<file path="src/hdl/mhpq_pkg.sv">
// Package for the max-heap priority queue: widths, codes, controller state
// and the command/status structs between controller and datapath.
// No dependencies.
package mhpq_pkg;

    localparam int DEF_CAPACITY = 1024;
    localparam int KEY_W        = 32;
    localparam int STATUS_W     = 2;

    localparam logic OP_INSERT = 1'b0;
    localparam logic OP_REMOVE = 1'b1;

    localparam logic [STATUS_W-1:0] STATUS_DONE  = 2'd0;
    localparam logic [STATUS_W-1:0] STATUS_FULL  = 2'd1;
    localparam logic [STATUS_W-1:0] STATUS_EMPTY = 2'd2;

    typedef enum logic [2:0] {
        ST_IDLE,
        ST_DECIDE,
        ST_UP_RD,
        ST_UP_CMP,
        ST_LAST_RD,
        ST_DN_LOAD,
        ST_DN_RD,
        ST_DN_CMP
    } state_t;

    // Commands from controller to datapath, one step each
    typedef struct packed {
        logic accept;
        logic decide;
        logic up_rd;
        logic up_cmp;
        logic last_rd;
        logic dn_load;
        logic dn_rd;
        logic dn_cmp;
        logic fin;
    } cmd_t;

    // Status from datapath to controller
    typedef struct packed {
        logic is_pop;
        logic full;
        logic empty;
        logic pos_zero;
        logic up_move;
        logic last_zero;
        logic dn_leaf;
        logic dn_move;
        logic out_busy;
    } stat_t;

endpackage

</file>
<file path="src/hdl/mhpq_ctrl.sv">
// Controller state machine of the max-heap priority queue.
// Depends on mhpq_pkg.
module mhpq_ctrl (
    input  logic            clk,
    input  logic            rst_n,
    input  logic            in_valid,
    output logic            in_ready,
    input  mhpq_pkg::stat_t stat,
    output mhpq_pkg::cmd_t  cmd
);

    mhpq_pkg::state_t state_reg;
    mhpq_pkg::state_t state_next;
    logic             fin_reg;
    logic             fin_next;

    always_ff @(posedge clk or negedge rst_n)
    begin
        if (!rst_n)
        begin
            state_reg <= mhpq_pkg::ST_IDLE;
            fin_reg   <= 1'b0;
        end
        else
        begin
            state_reg <= state_next;
            fin_reg   <= fin_next;
        end
    end

    // fin_reg: a finished item waits for the output register to free up
    always_comb
    begin
        state_next = state_reg;
        fin_next   = fin_reg;
        cmd        = '0;
        in_ready   = 1'b0;
        if (fin_reg && !stat.out_busy)
        begin
            cmd.fin  = 1'b1;
            fin_next = 1'b0;
        end
        case (state_reg)
            mhpq_pkg::ST_IDLE:
            begin
                in_ready = !fin_reg;
                if (in_valid && !fin_reg)
                begin
                    cmd.accept = 1'b1;
                    state_next = mhpq_pkg::ST_DECIDE;
                end
            end
            mhpq_pkg::ST_DECIDE:
            begin
                cmd.decide = 1'b1;
                if (!stat.is_pop)
                begin
                    if (stat.full)
                    begin
                        fin_next   = 1'b1;
                        state_next = mhpq_pkg::ST_IDLE;
                    end
                    else
                    begin
                        state_next = mhpq_pkg::ST_UP_RD;
                    end
                end
                else if (stat.empty)
                begin
                    fin_next   = 1'b1;
                    state_next = mhpq_pkg::ST_IDLE;
                end
                else
                begin
                    state_next = mhpq_pkg::ST_LAST_RD;
                end
            end
            mhpq_pkg::ST_UP_RD:
            begin
                cmd.up_rd = 1'b1;
                if (stat.pos_zero)
                begin
                    fin_next   = 1'b1;
                    state_next = mhpq_pkg::ST_IDLE;
                end
                else
                begin
                    state_next = mhpq_pkg::ST_UP_CMP;
                end
            end
            mhpq_pkg::ST_UP_CMP:
            begin
                cmd.up_cmp = 1'b1;
                if (stat.up_move)
                begin
                    state_next = mhpq_pkg::ST_UP_RD;
                end
                else
                begin
                    fin_next   = 1'b1;
                    state_next = mhpq_pkg::ST_IDLE;
                end
            end
            mhpq_pkg::ST_LAST_RD:
            begin
                cmd.last_rd = 1'b1;
                if (stat.last_zero)
                begin
                    fin_next   = 1'b1;
                    state_next = mhpq_pkg::ST_IDLE;
                end
                else
                begin
                    state_next = mhpq_pkg::ST_DN_LOAD;
                end
            end
            mhpq_pkg::ST_DN_LOAD:
            begin
                cmd.dn_load = 1'b1;
                state_next  = mhpq_pkg::ST_DN_RD;
            end
            mhpq_pkg::ST_DN_RD:
            begin
                cmd.dn_rd = 1'b1;
                if (stat.dn_leaf)
                begin
                    fin_next   = 1'b1;
                    state_next = mhpq_pkg::ST_IDLE;
                end
                else
                begin
                    state_next = mhpq_pkg::ST_DN_CMP;
                end
            end
            mhpq_pkg::ST_DN_CMP:
            begin
                cmd.dn_cmp = 1'b1;
                if (stat.dn_move)
                begin
                    state_next = mhpq_pkg::ST_DN_RD;
                end
                else
                begin
                    fin_next   = 1'b1;
                    state_next = mhpq_pkg::ST_IDLE;
                end
            end
            default:
            begin
                state_next = mhpq_pkg::ST_IDLE;
            end
        endcase
    end

endmodule

</file>
<file path="config.mk">
export PLATFORM = sky130hd
export DESIGN_NAME = mhpq_ctrl
export DESIGN_NICKNAME = d
export VERILOG_FILES = /design/src/hdl/mhpq_pkg.sv /design/src/hdl/mhpq_ctrl.sv
export SDC_FILE = /design/constraint.sdc
export NUM_CORES = 1
export LEC_CHECK = 0
export BUFFER_PORTS_ARGS = -buffer_cell sky130_fd_sc_hd__buf_4
export CORE_AREA = 4 4 41 43
export CTS_BUF_LIST = sky130_fd_sc_hd__clkbuf_8 sky130_fd_sc_hd__clkbuf_16
export CTS_CLUSTER_SIZE = 16
export DETAILED_ROUTE_END_ITERATION = 7
export DIE_AREA = 0 0 45 47
export HOLD_SLACK_MARGIN = 0.03
export PLACE_DENSITY_LB_ADDON = 0.1
export SETUP_SLACK_MARGIN = 0.05
export SLEW_MARGIN = 20
export SYNTH_ARGS = -nofsm -noshare
export SYNTH_HDL_FRONTEND = slang
export SYNTH_SLANG_ARGS = --single-unit
</file>
<file path="constraint.sdc">
create_clock -name clk -period 2.2 [get_ports clk]
set_clock_uncertainty 0.15 [all_clocks]
set_input_delay 0.66 -clock clk [delete_from_list [all_inputs] [get_ports clk]]
set_output_delay 0.66 -clock clk [all_outputs]
set_load 0.03 [all_outputs]
</file>
==> results of run 1 <==
-- per-stage QoR --
step	instance area (µm²)	total power, µW	hold WS (ns)	setup slack [ns]	setup TNS (ns)
2_1_floorplan	393	549	0.214	-0.0340	-0.0340
3_5_place_dp	574	732	0.307	0.261	0
5_1_grt	632	980	0.0784	0.0525	0
6_report	632	905	0.0806	0.118	0
4_1_cts	618	896	0.0774	0.0790	0
3_3_place_gp	574	731	0.307	0.278	0
-- path summary, 6_finish.rpt --
check	cells past startpoint	startpoint	endpoint
max in group asynchronous	1	rst_n	state_reg[2]$_DFFE_PN0P_
setup / recovery	3	state_reg[2]$_DFFE_PN0P_	cmd[8]
min in group clk	2	fin_reg$_DFF_PN0_	fin_reg$_DFF_PN0_
hold / removal	1	rst_n	fin_reg$_DFF_PN0_
hold reg to reg	2	fin_reg$_DFF_PN0_	fin_reg$_DFF_PN0_
setup reg to reg	2	state_reg[0]$_DFFE_PN0P_	fin_reg$_DFF_PN0_
-- per-layer routing --
| layer | vias up | GRT usage (%) |
|---|---|---|
| met3 | 2 | 2.30 |
| li1 | 210 | - |
| met5 | - | 0 |
| met4 | 0 | 8.77 |
| met2 | 13 | 16.4 |
| met1 | 186 | 14.1 |
-- power breakdown --
part           switching [µW]  total [µW]  internal (µW)
Clock                    37.2         154            117
Sequential               82.1         196            113
Combinational             286         556            270
Total                     405         905            500
-- worst max-delay path: cells and delay by family (launching register included) --
| family | cells | cell delay (ns) |
|---|---|---|
| flops | 1 | 0.46 |
| simple gates | 2 | 0.45 |
| buf+inv | 1 | 0.15 |
-- cell usage in the layout, fill, tap and decap left out, drive strengths merged, types with 2 or more instances in the layout --
master   n
buf     26
nor3b    4
nor3     2
nand2    4
nor2b    5
clkbuf   3
inv      3
mux2i    3
nor2     4
dfrtp    4
-- cell type report --
cell class	count	area, µm²
multi-input cells	35	264
inverters	3	11.3
well taps	15	18.8
fillers	138	669
clock buffers	3	41.3
flip-flops and latches	4	104
repair buffers	26	193
-- kinds of logic after synthesis --
logic type / Yosys count / synth area share (%)
and+or+nand+nor: 25 / 38.6
buffers and inverters: 7 / 7.72
AOI/OAI and AO/OA: 6 / 12.8
muxes: 4 / 14.1
DFF: 4 / 26.8
-- what timing repair did --
item | CTS | global route
buffers inserted | 0 | 2
hold endpoints to repair | 0 | 0
resized for setup | 2 | 1
endpoints found under the setup margin | 4 | 5
==> results.yml, run 1 <==
synth:
  synth_flop_cell: "dfrtp_1"
  synth_cells: 46
  synth_most_common_cell: "nor2b_1"
  async_flop_share_pct: 100
  syn-mean-instance-area_um2: 8.11
  ys_warn_count: 0
  ys_seq_area_share_pct: 26.8
  ys_seq_elements: 4
  synth_area_um2: 373
  synth_common_cells: "5 x nor2b_1, 4 x dfrtp_1, 4 x nand2_1, 4 x nor2_1, 4 x nor3b_1"
  synth_top_area_share_pct: 26.8
  synthesis.nets: 58
  synth.area.top_cells: "dfrtp_1 27%, nor2b_1 8.4%, mux2i_1 8.1%"
  synth_area_leader_cell: "dfrtp_1"
  ys_types: 23
  synth_edf_count: 0
timing:
  fin_crit_ns: 2.08
  setup_violations: 0
  rsz0062_at_grt: "false"
  tightest_slew_ns: 0.308
  relSlewSlack_pct: 79.3
  post-route-period-util_pct: 94.6
  finalHoldViolCount: 0
  slew_violations: 0
  fmax_mhz: 480
setup_path:
  crit_path_end_kind: "primary output"
  start_kind: "flop"
  reg2reg_slack_ns: 0.62
  critPathKind: "reg -> out"
  critPathMaxStageDelay_ns: 0.46
  worstPathMaxFanout: 8
  required_ns: 1.39
  critPathArrivalTime_ns: 1.27
  worstPathCellList: "nor4_4, and2_1, buf_4"
  worst_path_max_delay_cell: "dfrtp_2"
die:
  placementRows: 13
  die-area_um2: 2120
  fp.dieW_um: 45
  die_h_um: 47
  boundaryPins: 22
  start_util_pct: 28.7
  core-area_um2: 1300
global_route:
  grt_pass1_wl_mm: 1.64
  grt_usage_pct: 11.1
  grt_pass1_vias: 396
  antenna_found_initial: 0
  grt.overflow.total: 0
  grt_max_degree: 14
clock_tree:
  clk_latency_ns: 0.22
  cts_buffers: 3
  cts_tree: "yes"
  cts_hold_buf: 0
  root_buffer: "clkbuf_8"
  path_clk_slew_ns: 0.03
  cts_sinks: 4
  htree_levels: 1
  clockBufferDepth: 2
drt:
  route.antenna.remaining_nets: 0
  via_count: 411
  drc: 0
  first_iter_violations: 3
  wl_met3_um: 71
  wl_met1_um: 500
  dr_wl_met2_um: 482
  top_layer_used: "met4"
  via_per_inst: 4.78
  wl_mm: 1.07
  wl_per_cell_um: 12.5
  dr.pass1.iters: 2
pwr:
  p_leak_uw: 0.000313
  p_per_area_nw_per_um2: 1430
  peakVddDrop_v: 0.000630
placement:
  dp_cells: 81
  place.port_buffers: 21
  place_congestion: 0.720
  hpwlAfterDp_um: 830
cells_and_area:
  synthToLayoutAreaGrowth_pct: 69.5
  final_util_pct: 48.6
  drive_gt1_share_pct: 50.7
  stdcell_count: 86
  diodes: 0
  largest_reg_flops: 3
  nets: 85
outcome:
  status: "finished, final reports clean"
job:
  cap_viol_max_count: 0
min_path:
  hold_class: "in -> async"
(Power assumes the default switching activity.)
==> run 2, diff against run 1 <==
--- a/config.mk
+++ b/config.mk
@@ -5,12 +5,13 @@
 export SDC_FILE = /design/constraint.sdc
 export NUM_CORES = 1
 export LEC_CHECK = 0
-export BUFFER_PORTS_ARGS = -buffer_cell sky130_fd_sc_hd__buf_4
+export CAP_MARGIN = 20
 export CORE_AREA = 4 4 41 43
 export CTS_BUF_LIST = sky130_fd_sc_hd__clkbuf_8 sky130_fd_sc_hd__clkbuf_16
 export CTS_CLUSTER_SIZE = 16
 export DETAILED_ROUTE_END_ITERATION = 7
 export DIE_AREA = 0 0 45 47
+export DONT_BUFFER_PORTS = 1
 export HOLD_SLACK_MARGIN = 0.03
 export PLACE_DENSITY_LB_ADDON = 0.1
 export SETUP_SLACK_MARGIN = 0.05
==> run 2 against run 1 <==
Net effect: routed wire length is 3.9% lower; clock power is 4% lower; count of clock-buffer cells in the layout stayed put; die area stayed put; worst setup slack better by 0.0039 ns; register-to-register slack worse by 0.17 ns; utilization is 7.2 points lower; critical path type unchanged; critical endpoint unchanged.
==> results.yml, run 2 (synthesis gave the netlist of run 1 again) <==
drt:
  wl_mm: 1.03
  first_iter_violations: 2
  via_count: 370
  drc: 0
  dr.pass1.iters: 4
  wl_per_cell_um: 14.1
  route.antenna.remaining_nets: 0
  via_per_inst: 5.07
outcome:
  status: "finished, final reports clean"
cells_and_area:
  synthToLayoutAreaGrowth_pct: 44.3
  diodes: 0
  final_common_cell: "buf_4"
  nets: 72
  final_cell_mix: "12 x buf_4, 5 x nor2b_1, 4 x nand2_1, 4 x nor2_1"
  largest_reg_flops: 3
  final_util_pct: 41.3
  drive_gt1_share_pct: 36.2
timing:
  slew_violations: 0
  fin_crit_ns: 2.08
  post-route-period-util_pct: 94.4
  setup_violations: 0
  tightest_slew_ns: 0.307
  fmax_mhz: 481
  finalHoldViolCount: 0
  rsz0062_at_grt: "true"
  hold_slack_ns: 0.460
  relSlewSlack_pct: 79.6
clock_tree:
  clockBufferDepth: 2
  cts_tree: "yes"
  cts_sinks: 4
  clk_latency_ns: 0.21
  cts_buffers: 3
  cts_setup_buffers: 0
  root_buffer: "clkbuf_8"
  htree_levels: 1
  path_clk_slew_ns: 0.03
setup_path:
  start_kind: "flop"
  worstPathMaxFanout: 9
  required_ns: 1.39
  critPathArrivalTime_ns: 1.27
  crit_path_end_kind: "primary output"
  critPathKind: "reg -> out"
die:
  die-area_um2: 2120
  boundaryPins: 22
  fp.dieW_um: 45
  die_h_um: 47
  core-area_um2: 1300
  start_util_pct: 28.7
  placementRows: 13
pwr:
  peakVddDrop_v: 0.000723
  p_per_area_nw_per_um2: 1610
  power_uw: 869
  p_leak_uw: 0.000250
min_path:
  hold_class: "reg -> reg"
global_route:
  grt_pass1_wl_mm: 1.63
  grt_max_degree: 12
  antenna_found_initial: 0
  grt.overflow.total: 0
  grt_pass1_vias: 384
  grt_usage_pct: 10.7
placement:
  place_congestion: 0.743
  hpwlAfterDp_um: 844
  place.port_buffers: 0
job:
  cap_viol_max_count: 0
==> run 2: timing repair <==
action | CTS | global route
setup endpoints to repair | 0 | 5
endpoints found under the hold margin | 4 | 0
hold buffers | 1 | 0
gates resized for setup | 0 | 2
==> run 2: final cells by class <==
cell class                 count  area, µm²
sequential                     4        103
timing repair buffer          13        100
inverter                       3       11.3
clock buffer                   3       41.3
tap                           15       18.8
multi-input combinational     35        264
fill                         146        763
==> run 2: final timing paths <==
| check | from | end | slack (ns) | depth (start not counted) |
|---|---|---|---|---|
| worst min register to register | state_reg[0]$_DFFE_PN0P_ | state_reg[0]$_DFFE_PN0P_ | 0.46 | 1 |
| max in group asynchronous | rst_n | state_reg[0]$_DFFE_PN0P_ | 1.15 | 1 |
| min in group asynchronous | rst_n | fin_reg$_DFF_PN0_ | 0.57 | 1 |
| worst max register to register | state_reg[0]$_DFFE_PN0P_ | fin_reg$_DFF_PN0_ | 0.45 | 3 |
| worst min-delay path | state_reg[0]$_DFFE_PN0P_ | state_reg[0]$_DFFE_PN0P_ | 0.46 | 1 |
| worst max-delay path | state_reg[1]$_DFFE_PN0P_ | cmd[8] | 0.12 | 3 |
==> run 2: worst max-delay path, stage by stage (launching register included) <==
cell and delay (ns):
dfrtp_2 0.47, nor4_4 0.28, and2_1 0.16, buf_4 0.15
==> run 2: stage by stage <==
| step | std cells | TNS [ns] | area [µm²] | worst slack [ns] |
|---|---|---|---|---|
| final | 73 | 0 | 538 | 0.122 |
| after global routing | 73 | 0 | 538 | 0.0410 |
| after CTS | 73 | 0 | 536 | 0.0639 |
| after detailed placement | 69 | 0 | 484 | 0.292 |
| after global placement | 69 | 0 | 484 | 0.328 |
| after floorplan | 46 | -0.0340 | 393 | -0.0340 |
==> run 2: metal layers <==
layer	global-route usage, %	share of wire, %	vias to the layer above
met5	0	0	-
li1	-	-	184
met4	5.26	0	0
met2	18.4	50	12
met3	3.83	8.7	0
met1	11.7	41	174
==> run 2: power breakdown <==
part	leakage [µW]	switching, µW	internal [µW]
combinational	0.000180	283	250
sequential	0.0000491	75.6	112
clock	0.0000216	32.3	116
total	0.000250	391	478
==> run 3, diff against run 2 <==
--- a/config.mk
+++ b/config.mk
@@ -14,7 +14,6 @@
 export DONT_BUFFER_PORTS = 1
 export HOLD_SLACK_MARGIN = 0.03
 export PLACE_DENSITY_LB_ADDON = 0.1
-export SETUP_SLACK_MARGIN = 0.05
 export SLEW_MARGIN = 20
 export SYNTH_ARGS = -nofsm -noshare
 export SYNTH_HDL_FRONTEND = slang
==> constraint.sdc (replaced) <==
create_clock -name clk -period 2.08 [get_ports clk]
set_clock_uncertainty 0.15 [all_clocks]
set_input_delay 0.624 -clock clk [delete_from_list [all_inputs] [get_ports clk]]
set_output_delay 0.624 -clock clk [all_outputs]
set_load 0.03 [all_outputs]
==> run 3 against run 2 <==
Net effect: utilization grew 0.19 points; routed wire length shrank 3.3%; worst hold slack lost 0.015 ns; first-iteration DRC count is the same; die area is the same; non-clock buffer count shrank 1; critical path depth is the same; highest routed layer unchanged.
==> results.yml, run 3 (synthesis gave the netlist of run 1 again) <==
outcome:
  status: "finished, final reports clean"
cells_and_area:
  nets: 71
  seqCellArea_um2: 103
  synthToLayoutAreaGrowth_pct: 45.0
  final_common_cell: "buf_4"
  diodes: 0
  fill_cells: 136
  final_cell_mix: "11 x buf_4, 5 x nor2b_1, 4 x nand2_1, 4 x nor2_1"
  final_util_pct: 41.5
  drive_gt1_share_pct: 38.6
  multiInputGateArea_um2: 274
  largest_reg_flops: 3
drt:
  wl_per_cell_um: 13.8
  wl_um: 996
  via_count: 371
  route.antenna.remaining_nets: 0
  drc: 0
  dr.pass1.iters: 3
  via_per_inst: 5.15
  first_iter_violations: 2
timing:
  slew_violations: 0
  finalHoldViolCount: 0
  setup_violations: 0
  fin_crit_ns: 2.01
  hold_slack_ns: 0.445
  rsz0062_at_grt: "false"
  relSlewSlack_pct: 79.6
  post-route-period-util_pct: 96.5
  tightest_slew_ns: 0.307
  finalSetupTns_ns: 0
  layout_setup_ws_ns: 0.0731
  fmax_mhz: 498
clock_tree:
  clockBufferDepth: 2
  htree_levels: 1
  cts_sinks: 4
  path_clk_slew_ns: 0.03
  root_buffer: "clkbuf_8"
  clk_latency_ns: 0.21
  cts_buffers: 3
  cts_tree: "yes"
  cts_setup_buffers: 0
min_path:
  hold_class: "reg -> reg"
die:
  fp.dieW_um: 45
  core-area_um2: 1300
  start_util_pct: 28.7
  die-area_um2: 2120
  die_h_um: 47
  boundaryPins: 22
  placementRows: 13
global_route:
  grt_usage_pct: 9.75
  antenna_found_initial: 0
  grt_max_degree: 16
  grt.overflow.total: 0
  grt_pass1_vias: 347
  grt_pass1_wl_mm: 1.48
setup_path:
  critPathArrivalTime_ns: 1.23
  worstPathMaxFanout: 9
  critPathKind: "reg -> out"
  crit_path_end_kind: "primary output"
  reg2reg_slack_ns: 0.45
  required_ns: 1.31
  start_kind: "flop"
placement:
  dp_slack_ns: 0.212
  place.port_buffers: 0
  hpwlAfterDp_um: 826
  place_congestion: 0.723
pwr:
  p_leak_uw: 0.000251
  peakVddDrop_v: 0.000899
  p_per_area_nw_per_um2: 1700
job:
  cap_viol_max_count: 0
-- run 3: cell count changes in the layout (fill, tap and decap cells not counted) --
cell / change
nor3b_1: -2
nor3b_2: +2
buf_4: -1
-- run 3: metal layers --
metal  part of all wire (%)  wire (µm)  vias up  GRT usage [%]
met2                     48        475       14           16.1
met5                      0          0        -              0
li1                       -          -      183              -
met1                     43        425      174           12.2
met4                      0          0        0           1.75
met3                    9.4         94        0           3.83
-- run 3: power breakdown --
group          leakage, µW  switching (µW)  internal [µW]
Clock            0.0000216            34.4            123
Combinational     0.000180             314            260
Sequential       0.0000491            66.5            118
-- run 3: cell type report --
class	count	area share, %
Clock buffer	3	7.64
Timing Repair Buffer	12	17.1
Sequential cell	4	19.0
Multi-Input combinational cell	35	50.7
Inverter	3	2.08
Tap cell	15	3.47
-- run 3: through the flow --
| step | total power, µW | cells | area, µm² |
|---|---|---|---|
| 2_1_floorplan | 581 | 46 | 393 |
| 3_3_place_gp | 743 | 68 | 477 |
| 3_5_place_dp | 750 | 68 | 477 |
| 4_1_cts | 913 | 72 | 529 |
| 5_1_grt | 984 | 72 | 541 |
| 6_report | 916 | 72 | 541 |
-- run 3: final timing paths --
path	from	endpoint	depth (start not counted)
worst min register to register	state_reg[0]$_DFFE_PN0P_	state_reg[0]$_DFFE_PN0P_	1
worst min-delay path	state_reg[0]$_DFFE_PN0P_	state_reg[0]$_DFFE_PN0P_	1
worst max register to register	state_reg[2]$_DFFE_PN0P_	fin_reg$_DFF_PN0_	5
max in group asynchronous	rst_n	state_reg[0]$_DFFE_PN0P_	1
worst max-delay path	state_reg[0]$_DFFE_PN0P_	cmd[8]	3
min in group asynchronous	rst_n	state_reg[2]$_DFFE_PN0P_	1
-- run 3: timing repair --
item	in CTS	in global routing
pin swaps	0	1
hold buffers	1	0
endpoints found under the hold margin	4	0
setup endpoints to repair	2	6
gates resized for setup	1	3
-- run 3: critical path: stages (launching register included) --
cell and delay [ns]:
dfrtp_2 0.47, nor4_4 0.24, and2_1 0.16, buf_4 0.15
